`config.mk`:
```
export PLATFORM = sky130hd
export DESIGN_NAME = rfe_ctrl
export DESIGN_NICKNAME = d
export VERILOG_FILES = /design/src/hw/rtl/rfe_pkg.sv /design/src/hw/rtl/rfe_ctrl.sv
export SDC_FILE = /design/constraint.sdc
export NUM_CORES = 1
export LEC_CHECK = 0
export BUFFER_PORTS_ARGS = -buffer_cell sky130_fd_sc_hd__buf_2
export CAP_MARGIN = 20
export CORE_AREA = 2 2 39 41
export CTS_CLUSTER_DIAMETER = 150
export DETAILED_ROUTE_END_ITERATION = 10
export DIE_AREA = 0 0 41 43
export GPL_TIMING_DRIVEN = 1
export PLACE_DENSITY = 0.74
export SYNTH_ARGS = -nofsm -noshare
export SYNTH_HDL_FRONTEND = slang
export SYNTH_SLANG_ARGS = --single-unit
```
`constraint.sdc`:
```
create_clock -name clk -period 2.65 [get_ports clk]
set_input_delay 0.53 -clock clk [delete_from_list [all_inputs] [get_ports clk]]
set_output_delay 0.53 -clock clk [all_outputs]
set_load 0.02 [all_outputs]
```
`src/hw/rtl/rfe_pkg.sv`:
```
package rfe_pkg;

	localparam int ID_W       = 12;
	localparam int MEM_W      = 16;
	localparam int TOP_W      = 13;
	localparam int ERR_W      = 2;
	localparam int CFG_IDX_W  = 2;
	localparam int CFG_DATA_W = 16;

	localparam logic [CFG_IDX_W-1:0] REG_TOP_CACHE = CFG_IDX_W'(0);
	localparam logic [CFG_IDX_W-1:0] REG_MEM_LIMIT = CFG_IDX_W'(1);

	localparam logic [ERR_W-1:0] ERR_NONE  = ERR_W'(0);
	localparam logic [ERR_W-1:0] ERR_EMPTY = ERR_W'(1);
	localparam logic [ERR_W-1:0] ERR_FULL  = ERR_W'(2);

	typedef enum logic [2:0] {
		RES_NONE,
		RES_IGNORED,
		RES_FULL,
		RES_ADD,
		RES_EMPTY,
		RES_EVICT
	} res_kind_t;

	typedef struct packed {
		logic      latch_item;
		logic      clr_wr;
		logic      add_commit;
		logic      pop;
		logic      cnt_rd_entry;
		logic      cnt_dec;
		logic      cnt_clr;
		logic      res_load;
		res_kind_t res;
	} cmd_t;

	typedef struct packed {
		logic is_evict;
		logic pinned;
		logic full;
		logic empty;
		logic below_limit;
		logic cnt_gt1;
		logic out_busy;
		logic clear_done;
	} sts_t;

endpackage

```
`src/hw/rtl/rfe_ctrl.sv`:
```
module rfe_ctrl import rfe_pkg::*; (
	input  logic clk,
	input  logic arst_n,
	input  logic in_valid,
	output logic in_stall,
	input  sts_t sts,
	output cmd_t cmd
);

	typedef enum logic [2:0] {
		ST_CLEAR,
		ST_IDLE,
		ST_DISP,
		ST_ADD,
		ST_EV_ENT,
		ST_EV_CNT,
		ST_DONE
	} state_t;

	state_t    state_q;
	state_t    state_d;
	res_kind_t res_q;
	res_kind_t res_d;

	assign in_stall = (state_q != ST_IDLE);

	always_comb begin
		state_d = state_q;
		res_d   = res_q;
		cmd     = '{default: '0, res: RES_NONE};
		case (state_q)
			ST_CLEAR: begin
				cmd.clr_wr = 1'b1;
				if (sts.clear_done) begin
					state_d = ST_IDLE;
				end
			end
			ST_IDLE: begin
				if (in_valid) begin
					cmd.latch_item = 1'b1;
					state_d        = ST_DISP;
				end
			end
			ST_DISP: begin
				state_d = ST_DONE;
				if (!sts.is_evict) begin
					if (sts.pinned) begin
						res_d = RES_IGNORED;
					end else if (sts.full) begin
						res_d = RES_FULL;
					end else begin
						state_d = ST_ADD;
					end
				end else if (sts.below_limit) begin
					res_d = RES_NONE;
				end else if (sts.empty) begin
					res_d = RES_EMPTY;
				end else begin
					state_d = ST_EV_ENT;
				end
			end
			ST_ADD: begin
				cmd.add_commit = 1'b1;
				res_d          = RES_ADD;
				state_d        = ST_DONE;
			end
			ST_EV_ENT: begin
				cmd.pop          = 1'b1;
				cmd.cnt_rd_entry = 1'b1;
				state_d          = ST_EV_CNT;
			end
			ST_EV_CNT: begin
				if (sts.cnt_gt1) begin
					cmd.cnt_dec = 1'b1;
					if (sts.empty) begin
						res_d   = RES_EMPTY;
						state_d = ST_DONE;
					end else begin
						state_d = ST_EV_ENT;
					end
				end else begin
					cmd.cnt_clr = 1'b1;
					res_d       = RES_EVICT;
					state_d     = ST_DONE;
				end
			end
			ST_DONE: begin
				cmd.res = res_q;
				if (!sts.out_busy) begin
					cmd.res_load = 1'b1;
					state_d      = ST_IDLE;
				end
			end
			default: begin
				state_d = ST_IDLE;
			end
		endcase
	end

	always_ff @(posedge clk or negedge arst_n) begin
		if (!arst_n) begin
			state_q <= ST_CLEAR;
			res_q   <= RES_NONE;
		end else begin
			state_q <= state_d;
			res_q   <= res_d;
		end
	end

endmodule

```
# After elaboration in Yosys (flattened, before gate mapping)
# Cells that the tools add are included.
[classes]
eq_ne = 11
n_mux = 27
n_reduce_logical = 4
[op_table]
columns = ["operator", "n"]
rows = [
  ["3-bit two-way mux", 13],
  ["3-bit one-hot mux with 7 select lines", 1],
  ["3-bit equality test, second input constant", 3],
  ["3-bit one-hot mux with 3 select lines", 1],
  ["2-bit two-way mux", 4],
  ["1-bit two-way mux", 7],
  ["3-bit by 2-bit equality test with 1-bit output, second input constant", 2],
  ["2-bit inequality test, second input constant", 3],
  ["4-bit two-way mux", 1],
  ["4-bit inequality test, second input constant", 1],
  ["3-bit by 1-bit equality test with 1-bit output, second input constant", 1],
  ["3-bit zero test", 1],
  ["3-bit by 1-bit inequality test with 1-bit output, second input constant", 1],
  ["3-bit AND reduction", 1],
  ["3-bit nonzero test", 1],
  ["2-bit AND reduction", 1],
]
[word_totals]
regBits = 6
out_inout_bits = 12
elab_cells = 44

# Longest topological paths before layout
# Gate-level depths: netlist (run 1).
[logic_depth]
word_depth = 4
mapped_depth = 5
mapped_depth_nobuf = 4

# Worst setup path before layout (run 1)
# OpenSTA, ideal clock, no wires.
[synth_path]
path_kind = "register to output"
from = "reg state_q[0]"
to = "out cmd[10] (netlist name)"
arrival_ns = 1.350
required_time_ns = 2.120
path_slack_ns = 0.770
path_stages_with_launch = 5
n_path_buf = 1
path_cell_list = "dfrtp_1 > clkbuf_1 > nand2b_1 > or2_2 > nor2_1"
[synth_lines]
columns = ["item", "line_no", "rtl"]
rows = [
  ["start: declaration", "rfe_ctrl.sv:20", "state_t state_q;"],
  ["start signal: assignment", "rfe_ctrl.sv:105", "state_q <= state_d;"],
  ["end: declaration", "rfe_ctrl.sv:7", "output cmd_t cmd"],
]

==> results.toml, run 1 <==
[run_status]
outcome = "completed"

[placement]
gp_congestion = 0.760
pre_cts_ws_ns = 0.820
dp_hpwl_um = 906
io_buffers = 22
dp.cells = 98

[global_route]
antenna_found_initial = 0
grt_max_degree = 20
gr-usage-met1_pct = 19.0
grt_overflow = 0
grt_pass1_wl_mm = 1.84
grt_pass1_vias = 456
grt_usage_pct = 14.8
met3_usage_pct = 6.28
top_usage_layer = "met2"
gr-usage-met2_pct = 23.1

[worst_hold_path]
hold_path.class = "in2async"

[sta]
finalCritPeriodShare_pct = 79.0
setup_tns_ns = 0
final.setup.worst_slack_ns = 0.557
setup_viol = 0
fin_crit_ns = 2.09
maxSlewViolCount = 0
timing.final.hold_violations = 0
rsz0062_at_grt = "false"
finalClockSkew_ns = 0.00238
hold_slack_ns = 0.105
relSlewSlack_pct = 70.5
max_freq_mhz = 478
tightest_slew_ns = 0.442

[setup_path]
crit_required_ns = 2.12
arrival_ns = 1.56
crit_fanout = 16
start_kind = "flop"
worstSetupPathType = "reg2out"
rr_worst_depth = 4
endpoint_kind = "output port"

[layout]
n_fill_cell = 151
regArea_sq_um = 150
multi_input_area_sq_um = 318
final_core_util_pct = 45.4
nets = 98
finalNonFillerCells = 101
final_layout_size_suffix_gt1_share_pct = 34.1
n_antenna_cell = 0
area_growth_syn_to_layout_pct = 27.1

[die]
core_area_sq_um = 1380
die-area_sq_um = 1760
die_h_um = 43
die_x_um = 41
num_rows = 14
num_io_pins = 23
initial_utilization_pct = 35.7

[detailed_routing]
routed_wl_mm = 1.15
wl_per_cell_um = 11.3
vias = 520
drtIter0Drc = 2
first_pass_iters = 2
viasPerCell = 5.15
drc = 0
postRouteAntennaNets = 0

[cts]
cts_resized = 0
h-tree-depth = 1
cts.root.buffer_cell = "clkbuf_4"
tritoncts = "yes"
cts.sinks = 6
cts_made_buffers = 3
postCtsHoldBufs = 0
clock_latency_ns = 0.24
postCtsSetupBuffers = 0
cts_buffer_depth = 2
clk_transition_reported_paths_ns = 0.04

[yosys]
ys_types = 28
ys_ff_latch = 6
avgSynthCellArea_sq_um = 7.72
synth_fp_nets = 75
netlist_instances = 64
ys_seq_area_share_pct = 30.4
ys_warn_count = 0
netlist_area_sq_um = 494

[job]
maxCapViolCount = 0

[pwr]
power_leakage_nw = 0.307
ir_drop_mv = 0.477
p_per_area_nw_per_um2 = 1100
-- placed cells by master, fill, tap and decap left out --
master	count
a31oi_1	2
and4bb_2	1
buf_2	22
nand2_1	2
or3_1	1
nor4_1	1
o21ai_0	5
and3b_1	1
nand2b_1	4
a41oi_1	1
or2_2	1
and3_1	3
or2b_1	1
a21oi_1	4
a21oi_2	1
nor3_1	2
o21bai_1	1
a32o_1	1
and2_1	2
inv_1	2
nor2_1	8
or4_4	1
a211oi_1	3
clkbuf_4	3
dfrtp_1	6
nand3b_1	1
o21a_1	1
nor2b_1	4
-- critical path: stages (launching register included) --
cell     delay, ns
dfrtp_1       0.57
nor2b_1       0.37
nor2b_1       0.20
buf_2         0.18
-- synth_stat cells (all sizes together) --
cell | number | area (sq um)
or2 | 1 | 6.26
inv | 2 | 7.51
a41oi | 1 | 8.76
and3b | 1 | 8.76
a32o | 1 | 10.0
nor4 | 1 | 6.26
o21bai | 1 | 7.51
o21ai | 5 | 25.0
and4bb | 1 | 12.5
nor2 | 8 | 30.0
nand2b | 4 | 25.0
or4 | 1 | 11.3
nor3 | 2 | 10.0
and3 | 3 | 18.8
a31oi | 2 | 12.5
or2b | 1 | 7.51
o21a | 1 | 7.51
a211oi | 3 | 22.5
nor2b | 4 | 25.0
or3 | 1 | 6.26
nand2 | 2 | 7.51
buf | 1 | 7.51
nand3b | 1 | 7.51
dfrtp | 6 | 150
a21oi | 5 | 28.8
and2 | 2 | 12.5
clkbuf | 3 | 11.3
-- per-layer routing --
layer,vias up,share of wire [%]
met2,15,47
met1,231,47
met4,0,0
met5,-,0
met3,0,5.5
li1,274,-
-- flip-flops by register name, indices dropped and copies added, names as in the netlist --
| register | flops |
|---|---|
| res_q | 3 |
| state_q | 3 |
-- logic make-up (layout without fill, tap and decap cells) --
logic type | Yosys count | count (layout) | synth area share, %
AOI/OAI and AO/OA | 19 | 19 | 24.8
DFF | 6 | 6 | 30.4
and+or+nand+nor | 33 | 33 | 39.5
buffers and inverters | 6 | 27 | 5.32
-- final cells by class --
type | count | share of cell area, %
multi-input combinational | 52 | 50.6
sequential | 6 | 23.9
timing repair buffer | 22 | 17.5
clock buffer | 3 | 3.59
tap | 16 | 3.19
inverter | 2 | 1.20
-- per-stage QoR --
step / area [sq um] / power (W)
6_report: 628 / 0.000688
5_1_grt: 628 / 0.000758
4_1_cts: 628 / 0.000698
3_5_place_dp: 606 / 0.000613
3_3_place_gp: 606 / 0.000607
2_1_floorplan: 494 / 0.000514
-- where the power goes --
part	internal [W]	total (W)	switching (W)
Clock	0.0000510	0.0000801	0.0000292
Combinational	0.000170	0.000375	0.000205
Sequential	0.000138	0.000233	0.0000946
-- final timing paths --
check	startpoint	to	slack, ns
min in group clk	res_q[2]$_DFFE_PN0P_	res_q[2]$_DFFE_PN0P_	0.48
hold / removal	arst_n	res_q[1]$_DFFE_PN0P_	0.11
setup reg to reg	state_q[0]$_DFFE_PN0P_	res_q[2]$_DFFE_PN0P_	1.07
setup / recovery	state_q[2]$_DFFE_PN0P_	cmd[6]	0.56
max in group asynchronous	arst_n	state_q[2]$_DFFE_PN0P_	2.40
hold reg to reg	res_q[2]$_DFFE_PN0P_	res_q[2]$_DFFE_PN0P_	0.48
No activity file was read; power rests on OpenSTA's default activity.
==> inputs of run 2 (changes only) <==
--- a/config.mk
+++ b/config.mk
@@ -12,7 +12,7 @@
 export DETAILED_ROUTE_END_ITERATION = 10
 export DIE_AREA = 0 0 41 43
 export GPL_TIMING_DRIVEN = 1
-export PLACE_DENSITY = 0.74
+export PLACE_DENSITY = 0.77
 export SYNTH_ARGS = -nofsm -noshare
 export SYNTH_HDL_FRONTEND = slang
 export SYNTH_SLANG_ARGS = --single-unit
==> constraint.sdc (replaced) <==
create_clock -name clk -period 1.7 [get_ports clk]
set_input_delay 0.34 -clock clk [delete_from_list [all_inputs] [get_ports clk]]
set_output_delay 0.34 -clock clk [all_outputs]
set_load 0.02 [all_outputs]
==> run 2 against run 1 <==
- the flow now finishes with violations (negative setup slack)
- setup slack lost 0.56 ns
- final cell count grew 6.9%
- sequential cell count is the same
- core utilization grew 6.2 points
- total power grew 86%
- via count grew 9.6%
- sequential share of layout area shrank 2.4 points
- count of clock-buffer cells in the layout is the same
- non-clock buffer count grew 7
- die area is the same
- hold slack gained 0.30 ns
- largest power group unchanged
==> results.toml, run 2 (same netlist as run 1, synthesis figures left out) <==
[run_status]
outcome = "finished, violations left"
violations = "negative setup slack"

[global_route]
grt_usage_pct = 17.7
grt_pass1_vias = 526
grt_max_degree = 11
grt_overflow = 0
grt_pass1_wl_mm = 2.13
antenna_found_initial = 0

[setup_path]
rr_endpoint = "res_q[2]$_DFFE_PN0P_"
cp_num_buf_inv = 2
r2r_setup_slack_ns = 0.20
crit_end = "cmd[5]"
regToRegStartpoint = "state_q[0]$_DFFE_PN0P_"
max_stage_delay_ns = 0.44
cp.depth = 4
crit_required_ns = 1.36
cp_slowest_cell = "dfrtp_2"
cpMostUsedCell = "buf_4"
crit_path_start = "state_q[2]$_DFFE_PN0P_"
rr_worst_depth = 4
worstSetupPathType = "reg2out"
critical_path.top_delay_family = "flip-flops"
worstPathCellList = "buf_4 > and3b_2 > and2_4 > buf_4"
start_kind = "flop"
arrival_ns = 1.36
endpoint_kind = "output port"
crit_fanout = 5

[placement]
placed_area_sq_um = 628
dp_hpwl_mm = 1.00
gp_congestion = 0.841
pre_cts_ws_ns = 0.180
io_buffers = 22

[worst_hold_path]
hold_path.class = "in2reg"
hp-start = "sts[1]"

[cts]
tritoncts = "yes"
h-tree-depth = 1
cts.sinks = 6
cts.root.buffer_cell = "clkbuf_4"
cts_buffer_depth = 2
cts_made_buffers = 3
clk_transition_reported_paths_ns = 0.04
clock_latency_ns = 0.24

[layout]
nets = 105
reg_top3 = "res_q: 3 flops, state_q: 3 flops"
area_growth_syn_to_layout_pct = 44.6
layout_common_cells = "buf_2, nor2_1, buf_4"
final_core_util_pct = 51.6
final_layout_size_suffix_gt1_share_pct = 47.8
layout_commonest_cell = "buf_2"
regArea_sq_um = 154
n_fill_cell = 145
multi_input_area_sq_um = 337
n_antenna_cell = 0
final_area_sq_um = 714

[detailed_routing]
postRouteAntennaNets = 0
wl_per_cell_um = 12.6
drc = 0
first_pass_iters = 4
routed_wl_mm = 1.36
viasPerCell = 5.28
drtIter0Drc = 15
vias = 570

[die]
core_area_sq_um = 1380
initial_utilization_pct = 35.7
die_h_um = 43
num_io_pins = 23
die_x_um = 41
die-area_sq_um = 1760
num_rows = 14

[job]
maxCapViolCount = 0

[sta]
setup_tns_ns = -0.00423
max_freq_mhz = 587
timing.final.hold_violations = 0
fin_crit_ns = 1.70
setup_viol = 1
finalClockSkew_ns = 0.00358
finalCritPeriodShare_pct = 100
rsz0062_at_grt = "true"
maxSlewViolCount = 0
final.setup.worst_slack_ns = -0.00423
relSlewSlack_pct = 80.4
tightest_slew_ns = 0.292

[pwr]
swShare_pct = 45.4
power_leakage_nw = 0.347
power.total_w = 0.00128
ir_drop_mv = 0.727
seqPwrFrac_pct = 25.7
combPwrFrac_pct = 64.3
switchingPower_w = 0.000581
p_int_w = 0.000699
p_per_area_nw_per_um2 = 1790
p_clk_share_pct = 10.1
run 2: cell types whose count changed in the layout (fill, tap and decap cells not counted), sizes merged:
cell / previous run / this run
buf: 22 / 28
dlygate4sd3: 0 / 1
run 2: worst min path at each step:
stage | end | slack, ns | cells after the start
after floorplan | res_q[0]$_DFFE_PN0P_ | 0.04 | 0
after global placement | res_q[0]$_DFFE_PN0P_ | 0.17 | 1
after detailed placement | res_q[0]$_DFFE_PN0P_ | 0.17 | 1
after CTS | state_q[2]$_DFFE_PN0P_ | 0.40 | 3
after global routing | state_q[2]$_DFFE_PN0P_ | 0.41 | 3
final | state_q[2]$_DFFE_PN0P_ | 0.41 | 3
run 2: per-stage QoR:
stage | instances | hold WS (ns)
after CTS | 107 | 0.398
final | 108 | 0.410
after floorplan | 64 | 0.0444
after global routing | 108 | 0.414
after detailed placement | 101 | 0.169
after global placement | 101 | 0.168
run 2: layout make-up:
type	count	area share [%]
clock buffer	3	3.15
sequential	6	21.5
inverter	2	1.05
multi-input combinational	52	47.1
timing repair buffer	29	24.3
tap	16	2.80
run 2: layer usage:
metal / GRT usage [%] / wire [um] / up-vias
met5: 0 / 0 / -
met1: 20.8 / 613 / 261
met4: 2.00 / 0 / 0
li1: - / - / 290
met2: 29.4 / 671 / 19
met3: 7.85 / 79 / 0
run 2: worst reg2reg max path, cell delays in order (launching register included):
cell and delay (ns):
dfrtp_2 0.49, or4_4 0.54, a21oi_2 0.16, nor2_1 0.05
o21a_1 0.16
run 2: power groups by stage:
stage                     sequential, W  combinational [W]  clock [W]
after detailed placement       0.000317           0.000702          0
after CTS                      0.000328           0.000776   0.000134
after global placement         0.000318           0.000691          0
final                          0.000329           0.000823   0.000129
after floorplan                0.000269           0.000532          0
after global routing           0.000339           0.000901   0.000146
run 2: what timing repair did:
| item | in CTS | in global routing |
|---|---|---|
| pin swaps | 0 | 0 |
| gates resized for setup | 7 | 5 |
| hold buffers | 1 | 0 |
| buffers inserted | 2 | 1 |
| setup endpoints to repair | 9 | 9 |
| hold endpoints to repair | 6 | 0 |
